$ cat config.mk
export PLATFORM = sky130hd
export DESIGN_NAME = linked_block_char_queue
export DESIGN_NICKNAME = d
export VERILOG_FILES = /design/src/hdl/chq_pkg.sv /design/src/hdl/chq_char_mem.sv /design/src/hdl/chq_link_mem.sv /design/src/hdl/linked_block_char_queue.sv
export VERILOG_INCLUDE_DIRS = /design/src /design/src/hdl
export SDC_FILE = /design/constraint.sdc
export NUM_CORES = 2
export LEC_CHECK = 0
export BUFFER_PORTS_ARGS = -buffer_cell sky130_fd_sc_hd__clkbuf_2
export CAP_MARGIN = 20
export CORE_ASPECT_RATIO = 0.8
export CORE_MARGIN = 2
export CORE_UTILIZATION = 35
export CTS_BUF_LIST = sky130_fd_sc_hd__clkbuf_4 sky130_fd_sc_hd__clkbuf_8 sky130_fd_sc_hd__clkbuf_16
export CTS_CLUSTER_DIAMETER = 200
export DETAILED_ROUTE_END_ITERATION = 8
export PLACE_DENSITY = 0.52
export SYNTH_ARGS = -nofsm -noshare
export SYNTH_HDL_FRONTEND = slang
export SYNTH_SLANG_ARGS = --single-unit
export TNS_END_PERCENT = 20
$ cat constraint.sdc
create_clock -name clk -period 20.2 [get_ports clk]
set_input_delay 4.04 -clock clk [delete_from_list [all_inputs] [get_ports clk]]
set_output_delay 4.04 -clock clk [all_outputs]
set_load 0.005 [all_outputs]
$ cat src/hdl/assert_macros.svh
// Assertion helpers; each expects clk and rst_n in scope.
`ifndef ASSERT_MACROS_SVH
`define ASSERT_MACROS_SVH

`define ASSERT_PROP(lbl, prop, msg) \
  lbl: assert property (@(posedge clk) disable iff (!rst_n) (prop)) else $error(msg);

`define ASSERT_NEVER(lbl, cond, msg) \
  `ASSERT_PROP(lbl, !(cond), msg)

`endif

$ cat src/hdl/chq_pkg.sv
package chq_pkg;

  localparam int KIND_W   = 1;
  localparam int QSEL_W   = 2;
  localparam int BYTE_W   = 8;
  localparam int STATUS_W = 2;
  localparam int COUNT_W  = 9;

  localparam logic [KIND_W-1:0] KIND_PUT = 1'b0;
  localparam logic [KIND_W-1:0] KIND_GET = 1'b1;

  typedef enum logic [STATUS_W-1:0] {
    ST_OK      = 2'd0,
    ST_EMPTY   = 2'd1,
    ST_NOSPACE = 2'd2
  } status_t;

endpackage

$ cat src/hdl/chq_char_mem.sv
module chq_char_mem #(
  parameter int DEPTH = 384,
  parameter int AW    = 9
) (
  input  logic                      clk,
  input  logic                      rd_en,
  input  logic [AW-1:0]             rd_addr,
  output logic [chq_pkg::BYTE_W-1:0] rd_data,
  input  logic                      wr_en,
  input  logic [AW-1:0]             wr_addr,
  input  logic [chq_pkg::BYTE_W-1:0] wr_data
);
  import chq_pkg::*;

  logic [BYTE_W-1:0] mem [DEPTH];
  logic [BYTE_W-1:0] rd_data_r;

  always_ff @(posedge clk) begin
    if (wr_en) begin
      mem[wr_addr] <= wr_data;
    end
    if (rd_en) begin
      rd_data_r <= mem[rd_addr];
    end
  end

  assign rd_data = rd_data_r;

endmodule

$ cat src/hdl/chq_link_mem.sv
`include "assert_macros.svh"

module chq_link_mem #(
  parameter int NUM_BLOCKS = 64,
  parameter int BW         = 6
) (
  input  logic          clk,
  input  logic          rst_n,
  input  logic          rd_en,
  input  logic [BW-1:0] rd_addr,
  output logic [BW-1:0] rd_data,
  input  logic          wr_en,
  input  logic [BW-1:0] wr_addr,
  input  logic [BW-1:0] wr_data,
  output logic          init_done
);

  localparam logic [BW-1:0] LAST_BLK = BW'(NUM_BLOCKS - 1);

  logic [BW-1:0] mem [NUM_BLOCKS];
  logic [BW-1:0] rd_data_r;
  logic [BW-1:0] init_cnt_r, init_cnt_nxt;
  logic          init_done_r, init_done_nxt;
  logic [BW-1:0] init_link;

  // after reset, chain every block to the next one as the free list
  assign init_link = (init_cnt_r == LAST_BLK) ? '0 : init_cnt_r + BW'(1);

  always_comb begin
    init_cnt_nxt  = init_cnt_r;
    init_done_nxt = init_done_r;
    if (!init_done_r) begin
      init_cnt_nxt = init_link;
      if (init_cnt_r == LAST_BLK) begin
        init_done_nxt = 1'b1;
      end
    end
  end

  always_ff @(posedge clk) begin
    if (!rst_n) begin
      init_cnt_r  <= '0;
      init_done_r <= 1'b0;
    end else begin
      init_cnt_r  <= init_cnt_nxt;
      init_done_r <= init_done_nxt;
    end
  end

  always_ff @(posedge clk) begin
    if (!init_done_r) begin
      mem[init_cnt_r] <= init_link;
    end else if (wr_en) begin
      mem[wr_addr] <= wr_data;
    end
    if (rd_en) begin
      rd_data_r <= mem[rd_addr];
    end
  end

  assign rd_data   = rd_data_r;
  assign init_done = init_done_r;

  `ASSERT_NEVER(a_no_write_during_init, !init_done_r && wr_en, "link write during init sweep")
  `ASSERT_NEVER(a_no_read_during_init, !init_done_r && rd_en, "link read during init sweep")

endmodule

$ cat src/hdl/linked_block_char_queue.sv
// Character queues on a shared pool of linked blocks. Each put or get is one
// transaction in and one result transaction out. An accepted transaction reads the
// link memory (and, for a get, the character memory) in the cycle it is accepted,
// moving from S_IDLE to S_EXEC; in S_EXEC it is resolved, when the memories are
// written as needed and the result register is loaded, and the next one can be
// accepted once the block is back in S_IDLE. S_EXEC waits while the previous result
// has not been taken. After reset the link memory is swept once to build the free
// list, during which in_ready stays low.
`include "assert_macros.svh"

module linked_block_char_queue #(
  parameter int NUM_QUEUES  = 4,
  parameter int NUM_BLOCKS  = 64,
  parameter int BLOCK_CHARS = 6
) (
  input  logic                          clk,
  input  logic                          rst_n,
  input  logic                          in_valid,
  output logic                          in_ready,
  input  logic [chq_pkg::KIND_W-1:0]    in_kind,
  input  logic [chq_pkg::QSEL_W-1:0]    in_queue_select,
  input  logic [chq_pkg::BYTE_W-1:0]    in_put_byte,
  output logic                          out_valid,
  input  logic                          out_ready,
  output logic [chq_pkg::BYTE_W-1:0]    out_got_byte,
  output logic [chq_pkg::STATUS_W-1:0]  out_status,
  output logic [chq_pkg::COUNT_W-1:0]   out_queue_count
);
  import chq_pkg::*;

  localparam int QW    = (NUM_QUEUES > 1) ? $clog2(NUM_QUEUES) : 1;
  localparam int BW    = $clog2(NUM_BLOCKS);
  localparam int OW    = $clog2(BLOCK_CHARS);
  localparam int DEPTH = NUM_BLOCKS * BLOCK_CHARS;
  localparam int AW    = $clog2(DEPTH);
  localparam int FW    = $clog2(DEPTH + 1);
  localparam int CW    = $clog2(NUM_BLOCKS + 1);
  localparam int MW    = (QSEL_W > $clog2(NUM_QUEUES + 1)) ? QSEL_W : $clog2(NUM_QUEUES + 1);
  localparam int WRAPS = (1 << QSEL_W) - 1;
  localparam logic [OW-1:0] LAST_OFF = OW'(BLOCK_CHARS - 1);

  typedef enum logic {S_IDLE, S_EXEC} state_t;

  function automatic logic [AW-1:0] pos_of(input logic [BW-1:0] blk, input logic [OW-1:0] off);
    pos_of = AW'(blk) * AW'(BLOCK_CHARS) + AW'(off);
  endfunction

  state_t            state_r, state_nxt;
  logic [KIND_W-1:0] op_kind_r;
  logic [QW-1:0]     op_q_r;
  logic [BYTE_W-1:0] op_byte_r;

  logic [BW-1:0] head_blk_r [NUM_QUEUES];
  logic [OW-1:0] head_off_r [NUM_QUEUES];
  logic [BW-1:0] tail_blk_r [NUM_QUEUES];
  logic [OW-1:0] tail_off_r [NUM_QUEUES];
  logic [FW-1:0] fill_r     [NUM_QUEUES];
  logic [BW-1:0] head_blk_nxt, tail_blk_nxt;
  logic [OW-1:0] head_off_nxt, tail_off_nxt;
  logic [FW-1:0] fill_nxt;
  logic          qstate_we;

  logic [BW-1:0] free_head_r, free_head_nxt;
  logic [CW-1:0] free_cnt_r, free_cnt_nxt;

  logic              out_valid_r, out_valid_nxt;
  logic [BYTE_W-1:0] out_byte_r, out_byte_nxt;
  status_t           out_status_r, out_status_nxt;
  logic [COUNT_W-1:0] out_count_r, out_count_nxt;

  logic [MW-1:0] sel_wrap;
  logic [QW-1:0] in_q;
  logic          in_fire, exec_go, init_done;

  logic          link_rd_en, link_we;
  logic [BW-1:0] link_rd_addr, link_rd_data, link_wr_addr, link_wr_data;
  logic          char_rd_en, char_we;
  logic [AW-1:0] char_rd_addr, char_wr_addr;
  logic [BYTE_W-1:0] char_rd_data;

  logic [FW-1:0] cur_fill;
  logic          need_blk;

  always_comb begin
    sel_wrap = MW'(in_queue_select);
    for (int i = 0; i < WRAPS; i++) begin
      if (sel_wrap >= MW'(NUM_QUEUES)) begin
        sel_wrap = sel_wrap - MW'(NUM_QUEUES);
      end
    end
  end
  assign in_q = sel_wrap[QW-1:0];

  assign in_ready = (state_r == S_IDLE) && init_done;
  assign in_fire  = in_valid && in_ready;
  assign exec_go  = (state_r == S_EXEC) && (!out_valid_r || out_ready);

  assign link_rd_en   = in_fire;
  assign link_rd_addr = (in_kind == KIND_PUT) ? free_head_r : head_blk_r[in_q];
  assign char_rd_en   = in_fire && (in_kind == KIND_GET);
  assign char_rd_addr = pos_of(head_blk_r[in_q], head_off_r[in_q]);

  assign cur_fill = fill_r[op_q_r];
  assign need_blk = (cur_fill == '0) || (tail_off_r[op_q_r] == LAST_OFF);

  always_comb begin
    state_nxt      = state_r;
    head_blk_nxt   = head_blk_r[op_q_r];
    head_off_nxt   = head_off_r[op_q_r];
    tail_blk_nxt   = tail_blk_r[op_q_r];
    tail_off_nxt   = tail_off_r[op_q_r];
    fill_nxt       = cur_fill;
    qstate_we      = 1'b0;
    free_head_nxt  = free_head_r;
    free_cnt_nxt   = free_cnt_r;
    out_valid_nxt  = out_valid_r && !out_ready;
    out_byte_nxt   = out_byte_r;
    out_status_nxt = out_status_r;
    out_count_nxt  = out_count_r;
    link_we        = 1'b0;
    link_wr_addr   = tail_blk_r[op_q_r];
    link_wr_data   = free_head_r;
    char_we        = 1'b0;
    char_wr_addr   = pos_of(tail_blk_r[op_q_r], tail_off_r[op_q_r] + OW'(1));

    if (in_fire) begin
      state_nxt = S_EXEC;
    end

    if (exec_go) begin
      state_nxt      = S_IDLE;
      out_valid_nxt  = 1'b1;
      out_byte_nxt   = '0;
      out_status_nxt = ST_OK;
      if (op_kind_r == KIND_PUT) begin
        if (need_blk && (free_cnt_r == '0)) begin
          out_status_nxt = ST_NOSPACE;
        end else begin
          qstate_we = 1'b1;
          char_we   = 1'b1;
          fill_nxt  = cur_fill + FW'(1);
          if (need_blk) begin
            free_cnt_nxt  = free_cnt_r - CW'(1);
            free_head_nxt = link_rd_data;
            tail_blk_nxt  = free_head_r;
            tail_off_nxt  = '0;
            char_wr_addr  = pos_of(free_head_r, '0);
            if (cur_fill == '0) begin
              head_blk_nxt = free_head_r;
              head_off_nxt = '0;
            end else begin
              link_we = 1'b1;
            end
          end else begin
            tail_off_nxt = tail_off_r[op_q_r] + OW'(1);
          end
        end
      end else begin
        if (cur_fill == '0) begin
          out_status_nxt = ST_EMPTY;
        end else begin
          qstate_we    = 1'b1;
          out_byte_nxt = char_rd_data;
          fill_nxt     = cur_fill - FW'(1);
          link_wr_addr = head_blk_r[op_q_r];
          link_wr_data = (free_cnt_r == '0) ? '0 : free_head_r;
          if (cur_fill == FW'(1)) begin
            link_we       = 1'b1;
            free_head_nxt = head_blk_r[op_q_r];
            free_cnt_nxt  = free_cnt_r + CW'(1);
            head_blk_nxt  = '0;
            head_off_nxt  = '0;
            tail_blk_nxt  = '0;
            tail_off_nxt  = '0;
          end else if (head_off_r[op_q_r] == LAST_OFF) begin
            link_we       = 1'b1;
            free_head_nxt = head_blk_r[op_q_r];
            free_cnt_nxt  = free_cnt_r + CW'(1);
            head_blk_nxt  = link_rd_data;
            head_off_nxt  = '0;
          end else begin
            head_off_nxt = head_off_r[op_q_r] + OW'(1);
          end
        end
      end
      out_count_nxt = COUNT_W'(fill_nxt);
    end
  end

  always_ff @(posedge clk) begin
    if (!rst_n) begin
      state_r      <= S_IDLE;
      free_head_r  <= '0;
      free_cnt_r   <= CW'(NUM_BLOCKS);
      out_valid_r  <= 1'b0;
      out_status_r <= ST_OK;
      for (int i = 0; i < NUM_QUEUES; i++) begin
        head_blk_r[i] <= '0;
        head_off_r[i] <= '0;
        tail_blk_r[i] <= '0;
        tail_off_r[i] <= '0;
        fill_r[i]     <= '0;
      end
    end else begin
      state_r      <= state_nxt;
      free_head_r  <= free_head_nxt;
      free_cnt_r   <= free_cnt_nxt;
      out_valid_r  <= out_valid_nxt;
      out_status_r <= out_status_nxt;
      if (qstate_we) begin
        head_blk_r[op_q_r] <= head_blk_nxt;
        head_off_r[op_q_r] <= head_off_nxt;
        tail_blk_r[op_q_r] <= tail_blk_nxt;
        tail_off_r[op_q_r] <= tail_off_nxt;
        fill_r[op_q_r]     <= fill_nxt;
      end
    end
    if (in_fire) begin
      op_kind_r <= in_kind;
      op_q_r    <= in_q;
      op_byte_r <= in_put_byte;
    end
    out_byte_r  <= out_byte_nxt;
    out_count_r <= out_count_nxt;
  end

  chq_link_mem #(
    .NUM_BLOCKS (NUM_BLOCKS),
    .BW         (BW)
  ) u_link_mem (
    .clk       (clk),
    .rst_n     (rst_n),
    .rd_en     (link_rd_en),
    .rd_addr   (link_rd_addr),
    .rd_data   (link_rd_data),
    .wr_en     (link_we),
    .wr_addr   (link_wr_addr),
    .wr_data   (link_wr_data),
    .init_done (init_done)
  );

  chq_char_mem #(
    .DEPTH (DEPTH),
    .AW    (AW)
  ) u_char_mem (
    .clk     (clk),
    .rd_en   (char_rd_en),
    .rd_addr (char_rd_addr),
    .rd_data (char_rd_data),
    .wr_en   (char_we),
    .wr_addr (char_wr_addr),
    .wr_data (op_byte_r)
  );

  assign out_valid       = out_valid_r;
  assign out_got_byte    = out_byte_r;
  assign out_status      = out_status_r;
  assign out_queue_count = out_count_r;

  `ASSERT_PROP(a_one_in_flight, in_valid && in_ready |=> !in_ready, "accepted while busy")
  `ASSERT_PROP(a_free_cnt_bound, free_cnt_r <= CW'(NUM_BLOCKS), "free count above pool size")
  `ASSERT_PROP(a_empty_result, out_valid && out_status == ST_EMPTY |-> out_got_byte == '0 && out_queue_count == '0, "empty get with data")

endmodule

Word level (Yosys, flattened, before mapping)
Memory sizes are Yosys's and may differ from the RTL's. A register that Yosys moved wholly into a read port is not among the register bits. Cells that the tools add are included.

Flip-flop bits (word level): 52. Bits in latches: 0. Memory bits (writable): 3564. Bits in read-only memories: 0. Input port bits: 15. Output and inout bits: 21. Logic and storage cells: 172. Memories: 7.

Memories: u_char_mem.mem (words 384, width 8, read ports 1, clocked after memory_dff 1, wr ports 1, RTL line chq_char_mem.sv:15) `logic [BYTE_W-1:0] mem [DEPTH];`; u_link_mem.mem (words 64, width 6, read ports 1, clocked after memory_dff 1, wr ports 1, RTL line chq_link_mem.sv:20) `logic [BW-1:0] mem [NUM_BLOCKS];`; fill_r (words 4, width 9, read ports 1, clocked after memory_dff 1, wr ports 4, RTL line linked_block_char_queue.sv:57) `logic [FW-1:0] fill_r [NUM_QUEUES];`; head_blk_r (words 4, width 6, read ports 2, clocked after memory_dff 1, wr ports 4, RTL line linked_block_char_queue.sv:53) `logic [BW-1:0] head_blk_r [NUM_QUEUES];`; tail_blk_r (words 4, width 6, read ports 1, clocked after memory_dff 1, wr ports 4, RTL line linked_block_char_queue.sv:55) `logic [BW-1:0] tail_blk_r [NUM_QUEUES];`; head_off_r (words 4, width 3, read ports 2, clocked after memory_dff 1, wr ports 4, RTL line linked_block_char_queue.sv:54) `logic [OW-1:0] head_off_r [NUM_QUEUES];`; 1 more memories.

Add/subtract/negate cells: 9. Multiply operators: 3. Div/mod/pow operators: 0. Order comparisons: 0. Eq/ne operators: 7. Shift-type cells: 0. Multiplexer cells: 109. Bitwise logic cells: 3. Reductions and logical operators: 22.

Operators by type and width (number): $mux 6 (33); $mux 9 (9); $mux 3 (16); $mux 7 (6); $mux 1 (33); $mul 6x2->8 const B (3); $mux 2 (12); $add 9x3->9 (2); $reduce_or 6->1 (3); $add 9x1->9 const B (1); $eq 9x1->1 const B (1); $logic_not 9->1 (1); $reduce_or 9->1 (1); $sub 9x1->9 const B (1); $add 7x1->7 const B (1); $logic_not 7->1 (1); $sub 7x1->7 const B (1); $add 3x1->3 const B (2); $add 6x1->6 const B (1); $eq 3x3->1 const B (2); $eq 6x6->1 const B (1); $logic_and 1x1->1 (6); $reduce_or 3->1 (2); $reduce_and 5->1 (1); other kinds (7) (13).

Depth between registers and ports, before layout
Depth in word-level cells: 11. Mapped depth: 19. Depth with buffers taken out: 14.

By module
Synthesis repeated with hierarchy kept, for this count alone.

Cells, all modules: 6988. Area total of the unflattened synthesis: 144195.8 µm².

Modules (own cells, without submodules): chq_char_mem (instances 1, cells an instance 5415, area an instance 119504.6 µm², sequential area each 92488.7 µm²); chq_link_mem (instances 1, cells an instance 814, area an instance 15818.9 µm², sequential area each 11851.4 µm²); linked_block_char_queue (instances 1, cells an instance 759, area an instance 8872.3 µm², sequential area each 4464.3 µm²).

Least setup slack after synthesis
No wires, ideal clock.

Path type: input-to-reg. Start: input port in_queue_select[0] (netlist name). End: register u_char_mem.rd_data_r[0] (netlist: u_char_mem.rd_data[0]), read port of u_char_mem.mem, data pin. Setup time: 256 ps. Arrival time: 8568 ps. Data required time: 19944 ps. Slack: 11376 ps. Stages: 16. Buffers on the path: 7. Cells stage by stage: buf_2 -> buf_1 -> mux4_2 -> ha_1 -> fa_1 -> clkbuf_1 -> buf_1 -> clkbuf_1 -> clkbuf_1 -> clkbuf_1 -> mux4_2 -> a221oi_1 -> mux2i_1 -> a22oi_1 -> nand3_1 -> o211a_1.

Cells in the longest elaborated chain, start to end: 3. Elaborated cells between the ends (all ways): 4. Classes of those cells: add/sub (1); mul (1); memory (2).

RTL lines: from (decl) (RTL line linked_block_char_queue.sv:21) `input logic [chq_pkg::QSEL_W-1:0] in_queue_select,`; $mem_v2 4x6; $mul 6x2->8 (RTL line linked_block_char_queue.sv:45) `pos_of = AW'(blk) * AW'(BLOCK_CHARS) + AW'(off);`; $add 9x3->9 * (RTL line linked_block_char_queue.sv:45); to (decl) (RTL line chq_char_mem.sv:16) `logic [BYTE_W-1:0] rd_data_r;`.

Mark *: on every way between the ends. The rest lies on a longest branch, timed or not. A chain may end at the register's enable or synchronous reset.

Worst setup path after layout
Start: input port in_queue_select[0] (netlist name). End: register u_char_mem.rd_data_r[1] (netlist: u_char_mem.rd_data[1]), read port of u_char_mem.mem, data pin.

Same word-level chain as after synthesis.

==> results.json <==
{
  "cpLargestDelayFamily": "compound AO/OA/AOI/OAI gates",
  "grt_overflow_total": 0,
  "fp-row-count": 210,
  "post_cts_resized": 0,
  "outcome": "completed",
  "crit_chain": "clkbuf_2 > mux4_2 > ha_1 > fa_4 > buf_12 > buf_12 > mux4_2 > a22o_1 > a221oi_1 > mux2i_1 > a22oi_1 > nand3_1 > o211a_1",
  "grt_pass1_vias": 74727,
  "root_buffer": "clkbuf_16",
  "seqPwrFrac_pct": 47.9,
  "fin_crit_ns": 10.51,
  "rsz0062_at_grt": "no",
  "power.density_nw_per_um2": 105,
  "gp_congestion": 0.802,
  "first_iter_violations": 8881,
  "synth.net_count": 7473,
  "p_sw_share_pct": 25.6,
  "place.port_buffers": 35,
  "dieHeight_um": 578,
  "final.setup_skew_ns": 0.0637,
  "ir_drop_uv": 79.0,
  "p_comb_share_pct": 12.4,
  "synthFlopType": "edfxtp_1",
  "cp.required_ns": 20.95,
  "layout_common_cells": "edfxtp_1, mux4_2, nor2_1",
  "yosys_register_bits": 3632,
  "relSlewSlack_pct": 10.1,
  "worstMarginPinSlew_ns": 1.35,
  "hold_violations": 0,
  "leakage_nw": 50.9,
  "nNetsFinal": 7693,
  "p_int_mw": 12.7,
  "max_stage_delay_ns": 1.33,
  "firstDrtPassIters": 6,
  "period_share_pct": 52.0,
  "drive_above_1_share_pct": 23.4,
  "async_reset_ff_share_pct": 0,
  "synth_area_um2": 144000,
  "cts_htree_levels": 5,
  "cts_buffer_depth": 4,
  "setup_viol": 0,
  "critPathLaunchType": "primary input",
  "final_area_um2": 164000,
  "route.detailed.drc": 0,
  "postCtsSetupBuffers": 0,
  "grt_pass1_wl_mm": 565,
  "layout_commonest_cell": "edfxtp_1",
  "power_mw": 17.1,
  "antenna_found_initial": 12,
  "maxCapViolCount": 0,
  "fmax_mhz": 95.2,
  "antenna_left": 0,
  "start_util_pct": 35.2,
  "core_region_area_um2": 409000,
  "power_frac_clock_pct": 39.7,
  "holdBufCountCts": 0,
  "drt_wl_total_mm": 399,
  "dieArea_um2": 416000,
  "die_w_um": 721,
  "switchingPower_mw": 4.38,
  "synth.avg_cell_area_um2": 19.4,
  "grt_usage_pct": 18.7,
  "place_hpwl_mm": 242,
  "whs_ns": 0.501,
  "crit_type": "in2reg",
  "io_pins": 36,
  "grt_max_degree": 217,
  "clock-sinks": 3632,
  "dp_slack_ns": 8.60,
  "drv_slew": 0,
  "hp-class": "reg2reg",
  "ys_seq_area_share_pct": 75.6,
  "fin_setup_tns_ns": 0,
  "avgRoutedWirePerCell_um": 29.9,
  "synth-edff-count": 3606,
  "place_area_um2": 152000,
  "fill_cells": 36293,
  "cts-buffers-inserted": 361,
  "cp_num_buf_inv": 3,
  "yosysWarnings": 0,
  "cts_tree": "done",
  "clkTransAtPathRegs_ns": 0.07,
  "syn_to_final_growth_pct": 13.7,
  "cp_max_fo": 122,
  "viasPerCell": 5.59,
  "postSynthCellCount": 7415,
  "insertion_delay_ns": 0.99,
  "crit_path_top_delay_cell": "fa_4",
  "fin_ws_ns": 9.69,
  "synth_cell_types": 82,
  "critPathCaptureType": "flip-flop",
  "dr_total_vias": 74578,
  "crit_arrival_ns": 11.26
}
## area by class of cell
cell class	instances	area [um^2]	share of cell area (%)
clock buffers	438	9650	5.89
inverters	40	150	0.0917
well taps	5406	6760	4.13
clock inverters	219	2210	1.35
repair buffers	302	2440	1.49
multi-input cells	3298	33700	20.6
flip-flops and latches	3632	109000	66.5
diodes	4	10.0	0.00612
## kinds of logic after synthesis
| logic type | Yosys count | share of synthesized area (%) |
|---|---|---|
| flops | 3632 | 75.6 |
| simple gates | 1508 | 4.57 |
| mux | 982 | 14.3 |
| compound gates | 725 | 3.55 |
| buf+inv | 485 | 1.36 |
| fa+ha+maj | 43 | 0.405 |
| xor+xnor | 40 | 0.253 |
## flip-flops by register name (all words and copies together) (netlist names), 2 cells and up, named ones only
register               count
fill_r                    36
free_cnt_r                 7
free_head_r                6
head_blk_r                24
head_off_r                12
op_byte_r                  8
op_q_r                     2
out_got_byte               8
out_queue_count            9
out_status                 2
tail_blk_r                24
tail_off_r                12
u_char_mem.mem          3072
u_char_mem.rd_data         8
u_link_mem.init_cnt_r      6
u_link_mem.mem           384
u_link_mem.rd_data         6
## tightest hold or removal path: cells and delay by family, from the launching register on
family | cells | cell delay [ns]
flip-flops | 1 | 0.32
AND/OR/NAND/NOR | 1 | 0.06
AO/OA/AOI/OAI | 1 | 0.07
## worst paths after layout
check | start | endpoint | slack (ns) | cells past startpoint
worst max-delay path | in_queue_select[0] | u_char_mem.rd_data[1] | 9.69 | 13
worst max register to register | flip-flop | u_char_mem.mem[378][5] | 12.78 | 12
worst min register to register | out_status[0] | out_status[0] | 0.50 | 2
worst min-delay path | out_status[0] | out_status[0] | 0.50 | 2
## routing by layer
layer  GRT usage (%)  share of wire, %
met4            4.79               2.6
met3            3.54               7.9
met5               0                 0
met2            27.9                44
met1            28.4                45
## cells in the mapped netlist (10+ instances only)
cell       count  area share, %
nand3_1      170           0.59
a21oi_1      146           0.51
o211a_1       14          0.097
nor2b_1       24           0.10
a31oi_1       49           0.21
nor4_1        14          0.061
nor2_1       544            1.4
o21ai_0       69           0.24
inv_1         37          0.096
a221oi_1      23           0.14
nand2b_1      12          0.052
mux4_2       853             13
a211oi_1      40           0.21
and2_1        32           0.14
dfxtp_1       26           0.36
clkbuf_1     301           0.78
mux2i_1       89           0.62
edfxtp_1    3606             75
a2111oi_0     10          0.061
o31ai_1       14          0.073
and3_1        24           0.10
ha_1          37           0.32
a22oi_1      201            1.0
mux2_2        39           0.31
a311oi_1      22           0.13
a21o_1        17          0.089
a22o_1        30           0.18
o211ai_1      11          0.057
buf_1         50           0.13
xnor2_1       26           0.16
or3_1         21          0.091
nor3_1       136           0.47
nand4_1       27           0.12
nand2_1      469            1.2
buf_2         89           0.31
xor2_1        13          0.079
## per-stage QoR
stage	instances	util, %
floorplan	7415	-
global placement	12650	37.0
detailed placement	12662	37.1
CTS	13319	40.0
global route	13336	40.0
finish	13339	40.0
## power groups by stage
stage	clock, mW	sequential [mW]	combinational (mW)
6_report	6.80	8.20	2.12
5_1_grt	7.20	8.19	2.22
4_1_cts	6.92	8.20	2.12
3_5_place_dp	0	8.36	2.12
3_3_place_gp	0	8.36	2.12
2_1_floorplan	0	8.36	1.21
Power figures use the tool's default switching activity.
